==> config.mk <==
export PLATFORM = sky130hd
export DESIGN_NAME = hbox_glue_set_packer_core
export DESIGN_NICKNAME = d
export VERILOG_FILES = /design/src/sv/hgsp_pkg.sv /design/src/sv/hbox_glue_set_packer_core.sv /design/src/sv/hgsp_accum.sv /design/src/sv/hgsp_divider.sv
export SDC_FILE = /design/constraint.sdc
export NUM_CORES = 2
export LEC_CHECK = 0
export BUFFER_PORTS_ARGS = -buffer_cell sky130_fd_sc_hd__clkbuf_2
export CAP_MARGIN = 20
export CORE_MARGIN = 2
export CORE_UTILIZATION = 40
export CTS_CLUSTER_SIZE = 30
export DETAILED_ROUTE_END_ITERATION = 12
export PLACE_DENSITY = 0.66
export REMOVE_ABC_BUFFERS = 1
export SLEW_MARGIN = 10
export SYNTH_ARGS = -nofsm -noshare
export SYNTH_HDL_FRONTEND = slang
export SYNTH_SLANG_ARGS = --single-unit
==> constraint.sdc <==
create_clock -name i_clk -period 9.2 [get_ports i_clk]
set_input_delay 1.84 -clock i_clk [delete_from_list [all_inputs] [get_ports i_clk]]
set_output_delay 1.84 -clock i_clk [all_outputs]
set_load 0.02 [all_outputs]
==> src/sv/hgsp_pkg.sv <==
// Shared types, constants and helper functions of the hbox glue set packer.
`default_nettype none

package hgsp_pkg;

    // Number of glue infinity orders kept in the accumulators.
    localparam int FLEX_ORDERS = 4;
    localparam int ORDER_W     = (FLEX_ORDERS > 1) ? $clog2(FLEX_ORDERS) : 1;
    localparam int ORDER_IN_W  = 2;

    localparam int LEN_W      = 32;               // Q16.16 node lengths
    localparam int TARGET_W   = 31;               // unsigned target width
    localparam int MAX_W      = 31;               // height and depth maxima
    localparam int ACC_W      = 40;               // saturating accumulators
    localparam int FRAC_BITS  = 16;
    localparam int GAP_W      = ACC_W;            // |natural - target| fits here
    localparam int FLEX_W     = ACC_W - 1;        // a positive accumulator value
    localparam int DIVIDEND_W = GAP_W + FRAC_BITS;
    localparam int RATIO_W    = 32;
    localparam int DIV_STEPS  = DIVIDEND_W;
    localparam int CNT_W      = $clog2(DIV_STEPS);

    typedef logic signed [ACC_W-1:0] t_acc;

    typedef enum logic [2:0] {
        KIND_GLYPH   = 3'd0,
        KIND_BOX     = 3'd1,
        KIND_GLUE    = 3'd2,
        KIND_KERN    = 3'd3,
        KIND_RULE    = 3'd4,
        KIND_IGNORED = 3'd5
    } t_node_kind;

    typedef enum logic [1:0] {
        SIGN_NONE    = 2'd0,
        SIGN_STRETCH = 2'd1,
        SIGN_SHRINK  = 2'd2
    } t_glue_sign;

    // Totals of the line being packed.
    typedef struct packed {
        t_acc                   natural;
        t_acc [FLEX_ORDERS-1:0] stretch;
        t_acc [FLEX_ORDERS-1:0] shrink;
        logic [MAX_W-1:0]       max_height;
        logic [MAX_W-1:0]       max_depth;
    } t_line_sums;

    // Request to and answer from the serial divider.
    typedef struct packed {
        logic              start;
        logic [GAP_W-1:0]  gap;
        logic [FLEX_W-1:0] flex;
    } t_div_req;

    typedef struct packed {
        logic               done;
        logic [RATIO_W-1:0] ratio;
    } t_div_rsp;

    // Adds a signed 32-bit length to an accumulator, clamping at its range.
    function automatic t_acc sat_add(input t_acc a, input logic [LEN_W-1:0] b);
        logic [ACC_W:0] sum;
        sum = {a[ACC_W-1], a} + {{(ACC_W+1-LEN_W){b[LEN_W-1]}}, b};
        if (sum[ACC_W] != sum[ACC_W-1]) begin
            return sum[ACC_W] ? {1'b1, {(ACC_W-1){1'b0}}} : {1'b0, {(ACC_W-1){1'b1}}};
        end
        return sum[ACC_W-1:0];
    endfunction

    // Orders above the highest kept order fold onto it.
    function automatic logic [ORDER_W-1:0] clamp_order(input logic [ORDER_IN_W-1:0] o);
        if (o > ORDER_IN_W'(FLEX_ORDERS - 1)) begin
            return ORDER_W'(FLEX_ORDERS - 1);
        end
        return ORDER_W'(o);
    endfunction

    function automatic logic acc_positive(input t_acc a);
        return !a[ACC_W-1] && (a != '0);
    endfunction

    // Flex of the highest order whose total is positive, else order zero.
    function automatic t_acc pick_flex(input t_acc [FLEX_ORDERS-1:0] sums);
        t_acc flex;
        flex = sums[0];
        for (int r = 1; r < FLEX_ORDERS; r++) begin
            if (acc_positive(sums[r])) begin
                flex = sums[r];
            end
        end
        return flex;
    endfunction

endpackage

`default_nettype wire

==> src/sv/hbox_glue_set_packer_core.sv <==
// Top level of the hbox glue set packer: line control, result register and ports.
`default_nettype none

// The block packs one horizontal line of typesetting nodes, one word per node, and
// returns one result word when the node marked last has been taken. Each node is
// folded into saturating 40-bit Q24.16 totals of the natural width and of stretch
// and shrink per infinity order, and into the height and depth maxima. At the end
// of a line the block chooses the glue sign and flex and, when glue has to be set,
// starts the bit-serial divider, which produces one quotient bit per cycle, and
// takes its answer; then it loads the output register, first waiting, if need be,
// for a full output register to drain. Input ready stays low from the last node
// until the result has been placed in the output register. The output register
// holds a finished result while the next line is already being accumulated. The
// target width is written through its own channel, which is always ready, and is
// sampled when a line ends; zero selects the natural width and no glue setting.

module hbox_glue_set_packer_core
    import hgsp_pkg::*;
(
    input  wire logic                  i_clk,
    input  wire logic                  i_rst_n,
    // Target width register write channel.
    input  wire logic                  i_cfg_valid,
    output      logic                  o_cfg_ready,
    input  wire logic [TARGET_W-1:0]   i_cfg_data,
    // Node input channel.
    input  wire logic                  i_in_valid,
    output      logic                  o_in_ready,
    input  wire logic [2:0]            i_node_kind,
    input  wire logic [LEN_W-1:0]      i_node_width,
    input  wire logic [LEN_W-1:0]      i_node_height,
    input  wire logic [LEN_W-1:0]      i_node_depth,
    input  wire logic [LEN_W-1:0]      i_stretch_amount,
    input  wire logic [ORDER_IN_W-1:0] i_stretch_order,
    input  wire logic [LEN_W-1:0]      i_shrink_amount,
    input  wire logic [ORDER_IN_W-1:0] i_shrink_order,
    input  wire logic                  i_last_node,
    // Packed box result channel.
    output      logic                  o_out_valid,
    input  wire logic                  i_out_ready,
    output      logic [LEN_W-1:0]      o_box_width,
    output      logic [MAX_W-1:0]      o_box_height,
    output      logic [MAX_W-1:0]      o_box_depth,
    output      logic [RATIO_W-1:0]    o_glue_ratio,
    output      logic [1:0]            o_glue_sign
);

    typedef enum logic [1:0] {
        S_ACC,
        S_PICK,
        S_DIV,
        S_DONE
    } t_state;

    t_state             r_state,     n_state;
    logic [TARGET_W-1:0] r_target;
    logic               r_div_start, n_div_start;
    logic [GAP_W-1:0]   r_gap,       n_gap;
    logic [FLEX_W-1:0]  r_flex,      n_flex;
    logic [LEN_W-1:0]   r_width,     n_width;
    logic [MAX_W-1:0]   r_height,    n_height;
    logic [MAX_W-1:0]   r_depth,     n_depth;
    t_glue_sign         r_sign,      n_sign;
    logic [RATIO_W-1:0] r_ratio,     n_ratio;
    logic               r_out_valid, n_out_valid;
    logic [LEN_W-1:0]   r_out_width, n_out_width;
    logic [MAX_W-1:0]   r_out_height, n_out_height;
    logic [MAX_W-1:0]   r_out_depth, n_out_depth;
    logic [RATIO_W-1:0] r_out_ratio, n_out_ratio;
    t_glue_sign         r_out_sign,  n_out_sign;

    logic               in_accept;
    logic               clear_line;
    t_line_sums         sums;
    t_div_req           div_req;
    t_div_rsp           div_rsp;
    t_acc               stretch_flex;
    t_acc               shrink_flex;
    logic [ACC_W:0]     short_by;
    logic [ACC_W:0]     long_by;
    logic               is_short;
    logic               is_long;
    logic [LEN_W-1:0]   natural_sat;

    assign o_cfg_ready = 1'b1;

    always_ff @(posedge i_clk) begin
        if (!i_rst_n) begin
            r_target <= '0;
        end else if (i_cfg_valid) begin
            r_target <= i_cfg_data;
        end
    end

    assign o_in_ready = (r_state == S_ACC);
    assign in_accept  = i_in_valid && o_in_ready;
    assign clear_line = (r_state == S_PICK);

    hgsp_accum u_accum (
        .i_clk            (i_clk),
        .i_rst_n          (i_rst_n),
        .i_accept         (in_accept),
        .i_clear          (clear_line),
        .i_node_kind      (i_node_kind),
        .i_node_width     (i_node_width),
        .i_node_height    (i_node_height),
        .i_node_depth     (i_node_depth),
        .i_stretch_amount (i_stretch_amount),
        .i_stretch_order  (i_stretch_order),
        .i_shrink_amount  (i_shrink_amount),
        .i_shrink_order   (i_shrink_order),
        .o_sums           (sums)
    );

    assign div_req.start = r_div_start;
    assign div_req.gap   = r_gap;
    assign div_req.flex  = r_flex;

    hgsp_divider u_divider (
        .i_clk   (i_clk),
        .i_rst_n (i_rst_n),
        .i_req   (div_req),
        .o_rsp   (div_rsp)
    );

    // Line-end decision, evaluated in the cycle after the last node, when the
    // totals already include it. Both differences are formed side by side so
    // that the gap needs no negation after the compare.
    assign stretch_flex = pick_flex(sums.stretch);
    assign shrink_flex  = pick_flex(sums.shrink);
    assign short_by = {{(ACC_W+1-TARGET_W){1'b0}}, r_target}
                    - {sums.natural[ACC_W-1], sums.natural};
    assign long_by  = {sums.natural[ACC_W-1], sums.natural}
                    - {{(ACC_W+1-TARGET_W){1'b0}}, r_target};
    assign is_short = !short_by[ACC_W] && (short_by != '0);
    assign is_long  = short_by[ACC_W];

    // Natural width clamped to the signed 32-bit range.
    always_comb begin
        if (!sums.natural[ACC_W-1] && (sums.natural[ACC_W-2:LEN_W-1] != '0)) begin
            natural_sat = {1'b0, {(LEN_W-1){1'b1}}};
        end else if (sums.natural[ACC_W-1] && (sums.natural[ACC_W-2:LEN_W-1] != '1)) begin
            natural_sat = {1'b1, {(LEN_W-1){1'b0}}};
        end else begin
            natural_sat = sums.natural[LEN_W-1:0];
        end
    end

    always_comb begin
        n_state      = r_state;
        n_div_start  = 1'b0;
        n_gap        = r_gap;
        n_flex       = r_flex;
        n_width      = r_width;
        n_height     = r_height;
        n_depth      = r_depth;
        n_sign       = r_sign;
        n_ratio      = r_ratio;
        n_out_valid  = r_out_valid && !i_out_ready;
        n_out_width  = r_out_width;
        n_out_height = r_out_height;
        n_out_depth  = r_out_depth;
        n_out_ratio  = r_out_ratio;
        n_out_sign   = r_out_sign;

        case (r_state)
            S_ACC: begin
                if (in_accept && i_last_node) begin
                    n_state = S_PICK;
                end
            end
            S_PICK: begin
                n_height = sums.max_height;
                n_depth  = sums.max_depth;
                n_ratio  = '0;
                n_sign   = SIGN_NONE;
                if (r_target != '0) begin
                    n_width = {1'b0, r_target};
                    if (is_short && acc_positive(stretch_flex)) begin
                        n_sign = SIGN_STRETCH;
                        n_gap  = short_by[GAP_W-1:0];
                        n_flex = stretch_flex[FLEX_W-1:0];
                    end else if (is_long && acc_positive(shrink_flex)) begin
                        n_sign = SIGN_SHRINK;
                        n_gap  = long_by[GAP_W-1:0];
                        n_flex = shrink_flex[FLEX_W-1:0];
                    end
                end else begin
                    n_width = natural_sat;
                end
                if (n_sign != SIGN_NONE) begin
                    n_div_start = 1'b1;
                    n_state     = S_DIV;
                end else begin
                    n_state = S_DONE;
                end
            end
            S_DIV: begin
                if (div_rsp.done) begin
                    n_ratio = div_rsp.ratio;
                    n_state = S_DONE;
                end
            end
            S_DONE: begin
                // Wait until the output register is free or being emptied.
                if (!r_out_valid || i_out_ready) begin
                    n_out_valid  = 1'b1;
                    n_out_width  = r_width;
                    n_out_height = r_height;
                    n_out_depth  = r_depth;
                    n_out_ratio  = r_ratio;
                    n_out_sign   = r_sign;
                    n_state      = S_ACC;
                end
            end
            default: begin
                n_state = S_ACC;
            end
        endcase
    end

    always_ff @(posedge i_clk) begin
        if (!i_rst_n) begin
            r_state     <= S_ACC;
            r_div_start <= 1'b0;
            r_out_valid <= 1'b0;
        end else begin
            r_state     <= n_state;
            r_div_start <= n_div_start;
            r_out_valid <= n_out_valid;
        end
        r_gap        <= n_gap;
        r_flex       <= n_flex;
        r_width      <= n_width;
        r_height     <= n_height;
        r_depth      <= n_depth;
        r_sign       <= n_sign;
        r_ratio      <= n_ratio;
        r_out_width  <= n_out_width;
        r_out_height <= n_out_height;
        r_out_depth  <= n_out_depth;
        r_out_ratio  <= n_out_ratio;
        r_out_sign   <= n_out_sign;
    end

    assign o_out_valid  = r_out_valid;
    assign o_box_width  = r_out_width;
    assign o_box_height = r_out_height;
    assign o_box_depth  = r_out_depth;
    assign o_glue_ratio = r_out_ratio;
    assign o_glue_sign  = r_out_sign;

endmodule

`default_nettype wire

==> src/sv/hgsp_accum.sv <==
// Per-line accumulators: natural width, flex per order, height and depth maxima.
`default_nettype none

module hgsp_accum
    import hgsp_pkg::*;
(
    input  wire logic                  i_clk,
    input  wire logic                  i_rst_n,
    input  wire logic                  i_accept,
    input  wire logic                  i_clear,
    input  wire logic [2:0]            i_node_kind,
    input  wire logic [LEN_W-1:0]      i_node_width,
    input  wire logic [LEN_W-1:0]      i_node_height,
    input  wire logic [LEN_W-1:0]      i_node_depth,
    input  wire logic [LEN_W-1:0]      i_stretch_amount,
    input  wire logic [ORDER_IN_W-1:0] i_stretch_order,
    input  wire logic [LEN_W-1:0]      i_shrink_amount,
    input  wire logic [ORDER_IN_W-1:0] i_shrink_order,
    output t_line_sums                 o_sums
);

    t_acc                   r_natural,  n_natural;
    t_acc [FLEX_ORDERS-1:0] r_stretch,  n_stretch;
    t_acc [FLEX_ORDERS-1:0] r_shrink,   n_shrink;
    logic [MAX_W-1:0]       r_max_h,    n_max_h;
    logic [MAX_W-1:0]       r_max_d,    n_max_d;
    logic [ORDER_W-1:0]     so;
    logic [ORDER_W-1:0]     ko;

    assign so = clamp_order(i_stretch_order);
    assign ko = clamp_order(i_shrink_order);

    always_comb begin
        n_natural = r_natural;
        n_stretch = r_stretch;
        n_shrink  = r_shrink;
        n_max_h   = r_max_h;
        n_max_d   = r_max_d;
        if (i_clear) begin
            n_natural = '0;
            n_stretch = '0;
            n_shrink  = '0;
            n_max_h   = '0;
            n_max_d   = '0;
        end else if (i_accept) begin
            case (i_node_kind)
                KIND_GLYPH, KIND_BOX, KIND_RULE: begin
                    n_natural = sat_add(r_natural, i_node_width);
                    // A negative height or depth never lowers the maximum.
                    if (!i_node_height[LEN_W-1] && (i_node_height[MAX_W-1:0] > r_max_h)) begin
                        n_max_h = i_node_height[MAX_W-1:0];
                    end
                    if (!i_node_depth[LEN_W-1] && (i_node_depth[MAX_W-1:0] > r_max_d)) begin
                        n_max_d = i_node_depth[MAX_W-1:0];
                    end
                end
                KIND_GLUE: begin
                    n_natural     = sat_add(r_natural, i_node_width);
                    n_stretch[so] = sat_add(r_stretch[so], i_stretch_amount);
                    n_shrink[ko]  = sat_add(r_shrink[ko], i_shrink_amount);
                end
                KIND_KERN: begin
                    n_natural = sat_add(r_natural, i_node_width);
                end
                KIND_IGNORED: begin
                end
                default: begin
                end
            endcase
        end
    end

    always_ff @(posedge i_clk) begin
        if (!i_rst_n) begin
            r_natural <= '0;
            r_stretch <= '0;
            r_shrink  <= '0;
            r_max_h   <= '0;
            r_max_d   <= '0;
        end else begin
            r_natural <= n_natural;
            r_stretch <= n_stretch;
            r_shrink  <= n_shrink;
            r_max_h   <= n_max_h;
            r_max_d   <= n_max_d;
        end
    end

    assign o_sums.natural    = r_natural;
    assign o_sums.stretch    = r_stretch;
    assign o_sums.shrink     = r_shrink;
    assign o_sums.max_height = r_max_h;
    assign o_sums.max_depth  = r_max_d;

endmodule

`default_nettype wire

==> src/sv/hgsp_divider.sv <==
// Bit-serial restoring divider that forms the saturated Q16.16 glue ratio.
`default_nettype none

module hgsp_divider
    import hgsp_pkg::*;
(
    input  wire logic     i_clk,
    input  wire logic     i_rst_n,
    input  wire t_div_req i_req,
    output t_div_rsp      o_rsp
);

    logic                  r_busy,  n_busy;
    logic                  r_done,  n_done;
    logic [CNT_W-1:0]      r_count, n_count;
    logic [DIVIDEND_W-1:0] r_dvd,   n_dvd;
    logic [FLEX_W-1:0]     r_rem,   n_rem;
    logic [RATIO_W-1:0]    r_quot,  n_quot;
    logic                  r_ovf,   n_ovf;
    logic [FLEX_W:0]       shifted;
    logic [FLEX_W+1:0]     trial;
    logic                  qbit;

    // One quotient bit per cycle, most significant first.
    assign shifted = {r_rem, r_dvd[DIVIDEND_W-1]};
    assign trial   = {1'b0, shifted} - {2'b00, i_req.flex};
    assign qbit    = !trial[FLEX_W+1];

    always_comb begin
        n_busy  = r_busy;
        n_done  = 1'b0;
        n_count = r_count;
        n_dvd   = r_dvd;
        n_rem   = r_rem;
        n_quot  = r_quot;
        n_ovf   = r_ovf;
        if (i_req.start) begin
            n_busy  = 1'b1;
            n_count = '0;
            n_dvd   = {i_req.gap, {FRAC_BITS{1'b0}}};
            n_rem   = '0;
            n_quot  = '0;
            n_ovf   = 1'b0;
        end else if (r_busy) begin
            n_dvd   = {r_dvd[DIVIDEND_W-2:0], 1'b0};
            n_rem   = qbit ? trial[FLEX_W-1:0] : shifted[FLEX_W-1:0];
            n_quot  = {r_quot[RATIO_W-2:0], qbit};
            // Any set bit pushed out of the top means the ratio saturates.
            n_ovf   = r_ovf | r_quot[RATIO_W-1];
            n_count = r_count + CNT_W'(1);
            if (r_count == CNT_W'(DIV_STEPS - 1)) begin
                n_busy = 1'b0;
                n_done = 1'b1;
            end
        end
    end

    always_ff @(posedge i_clk) begin
        if (!i_rst_n) begin
            r_busy <= 1'b0;
            r_done <= 1'b0;
        end else begin
            r_busy <= n_busy;
            r_done <= n_done;
        end
        r_count <= n_count;
        r_dvd   <= n_dvd;
        r_rem   <= n_rem;
        r_quot  <= n_quot;
        r_ovf   <= n_ovf;
    end

    assign o_rsp.done  = r_done;
    assign o_rsp.ratio = r_ovf ? {RATIO_W{1'b1}} : r_quot;

endmodule

`default_nettype wire
==> results.ini <==
[critical_path]
worst-setup-path-type = in -> reg
r2r-start = r_target[0]
start_kind = input pin
crit_fanout = 34
crit_required_ps = 9770
timing.rr.end = r_gap[7]
ff2ff_path_depth = 16
critPathCaptureType = flop
rrSetupSlack_ps = 2830
arrival_ps = 7820

[logic_synthesis]
synth_area_um2 = 50500
async_reset_ff_frac = 0
synth_mux_area_frac = 0.0960
ys_top_cells_by_area = edfxtp_1, dfxtp_1, ha_1, mux2i_1, o21ai_0
netlist-cell-type-count = 107
netlist_instances = 5303
yosysSeqAreaShare = 0.436
synth-simple-area-share = 0.134
synth_adder_area_share = 0.0738
syn_avg_cell_area_um2 = 9.52
synth_edf_count = 375
synth_seq_cells = 912
synth_xor_area_frac = 0.0340
ys.flop_type = dfxtp_1
synth-compound-area-share = 0.183
yosys_warnings = 0
synth_top_family_by_area = compound AO/OA/AOI/OAI gates
yosys-top-cells-count = dfxtp_1, nor2_1, nand2_1
yosys.area.top_type = edfxtp_1
yosysTopAreaCellShare = 0.223
yosysMostFrequentCell = dfxtp_1

[global_routing]
antenna_found_initial = 9
grt_overflow = 0
grtUsageTotal = 0.228
grt_max_degree = 80
grt_pass1_wl_um = 234000
first_global_vias = 39800

[pwr]
pwr_density_cell_nw_per_um2 = 297
power_leakage_nw = 23.2
total_power_mw = 16.9
ir_worst_vdd_mv = 0.277

[cts]
cts_tree = built
cts.sinks = 912
cts.clk_slew.worst_paths_ps = 60
post_cts_buffers = 0
cts-resized-gates = 0
ctsLongestPathBuffers = 3
cts_hold_buf = 0
numCtsBuffers = 100
root_buffer = clkbuf_16
htree_levels = 3
clkLatencyLatePin_ps = 750

[sta]
fmax_mhz = 138
setup_tns_ps = 0
slew_headroom = 0.195
whs_ps = 383
setup_viol = 0
final.period_utilization = 0.788
finalWorstSetupSlack_ps = 1950
slew_viol_final = 0
fin_crit_ps = 7250
finalClockSkew_ps = 67.3
tightest_slew_ps = 1200
rsz0062_at_grt = no
hold_viol_final = 0

[detailed_routing]
totalWireLength_um = 151000
drtPass1Iterations = 6
via_per_inst = 5.74
vias = 41600
ant_nets = 0
drc = 0
initialDrtViolationCount = 3996
wire_per_inst_um = 20.8

[final_layout]
fin_nets = 6006
drive_above_1_share = 0.136
synthToLayoutAreaGrowth_pct = 12.9
final_util = 0.455

[min_path]
min_delay_worst_endpoint = o_box_width[23]
min_path_cells = 0
min_path_type = reg -> reg
worstHoldStart = r_width[23]

[place]
portBuffers = 333
pre_cts_ws_ps = 1340
gp_congestion = 0.952
dp.final_hpwl_um = 109000

[run]
cap_violations = 0

[die]
dieArea_um2 = 129000
start_util = 0.403
num_io_pins = 335
core-area_um2 = 125000
die_y_um = 359
chipWidth_um = 359
num_rows = 130

[status]
outcome = finished clean

## registers in the layout, indices dropped and copies added (netlist names), 32 cells and up
| register | count |
|---|---|
| u_divider.r_quot | 32 |
| u_divider.r_dvd | 40 |
| u_accum.o_sums | 320 |
| r_width | 32 |
| r_flex | 39 |
| o_box_width | 32 |
| r_ratio | 32 |
| r_gap | 40 |
| u_accum.r_natural | 40 |
| u_divider.r_rem | 39 |
| o_glue_ratio | 32 |
## critical path, cell delays in order
cell and delay (ps):
buf_2 400, buf_4 460, mux4_2 570, ha_1 340, a21oi_1 340, o21ai_1 130
a31o_2 250, a21oi_1 240, a21oi_1 150, o41ai_1 860, o21ai_0 470, a211oi_1 460
mux2i_2 200, and2_4 230, nand2_2 610, o21ai_0 240
## cell type report
cell class	count	area, um2
Multi-Input combinational cell	3873	26500
Fill cell	11900	68400
Timing Repair Buffer	381	2060
Tap cell	1650	2060
Clock inverter	50	652
Antenna cell	4	10.0
Clock buffer	140	2840
Sequential cell	912	22000
Inverter	240	901
## cell families after synthesis
logic type                 Yosys count
and+or+nand+nor                   1503
AOI/OAI and AO/OA                 1501
DFF                                912
buffers and inverters              518
muxes                              378
adders and majority gates          294
xor gates and xnor gates           196
other                                1
## worst max path at each step
stage / startpoint / endpoint / slack (ps) / depth (start not counted)
after global routing: i_shrink_order[0] / u_accum.o_sums[187] / 1660 / 16
after CTS: i_shrink_order[0] / u_accum.o_sums[207] / 2110 / 16
after floorplan: i_node_depth[1] / u_accum.r_max_d[0] / -1620 / 14
after detailed placement: i_shrink_order[0] / u_accum.o_sums[187] / 1340 / 16
after global placement: i_shrink_order[0] / u_accum.o_sums[216] / 1510 / 16
final: i_shrink_order[0] / u_accum.o_sums[216] / 1950 / 16
## routing by layer
| layer | part of all wire | up-vias | wire length (um) | global-route usage |
|---|---|---|---|---|
| met5 | 0.00034 | - | 51 | 0 |
| li1 | - | 19700 | - | - |
| met4 | 0.045 | 8 | 6840 | 0.100 |
| met1 | 0.42 | 19900 | 64000 | 0.300 |
| met2 | 0.46 | 1578 | 68900 | 0.362 |
| met3 | 0.075 | 345 | 11300 | 0.0453 |
## through the flow
step,instance area [um2],instances
after floorplan,49200,5025
after global placement,53400,7052
after detailed placement,53400,7052
after CTS,56900,7242
after global routing,57000,7250
final,57000,7250
## cells in the final DEF, fill, tap and decap left out, types with 102 or more instances in the layout
cell type  Yosys  layout
xnor2_1      129     129
dfxtp_1      537     535
o21ai_0      410     409
o21ai_1      108     106
nor2_1       526     514
edfxtp_1     375     375
a21o_1       126     126
nand2_1      521     521
a21oi_1      394     394
mux2i_1      249     249
clkbuf_2       1     332
clkbuf_16      0     102
inv_1        237     237
ha_1         288     287
## where the power goes
group	internal, mW	switching [mW]	total, mW
clock network	2.44	1.79	4.24
logic	2.59	4.43	7.02
registers	5.28	0.386	5.66
total	10.3	6.61	16.9
Power figures use the tool's default switching activity.
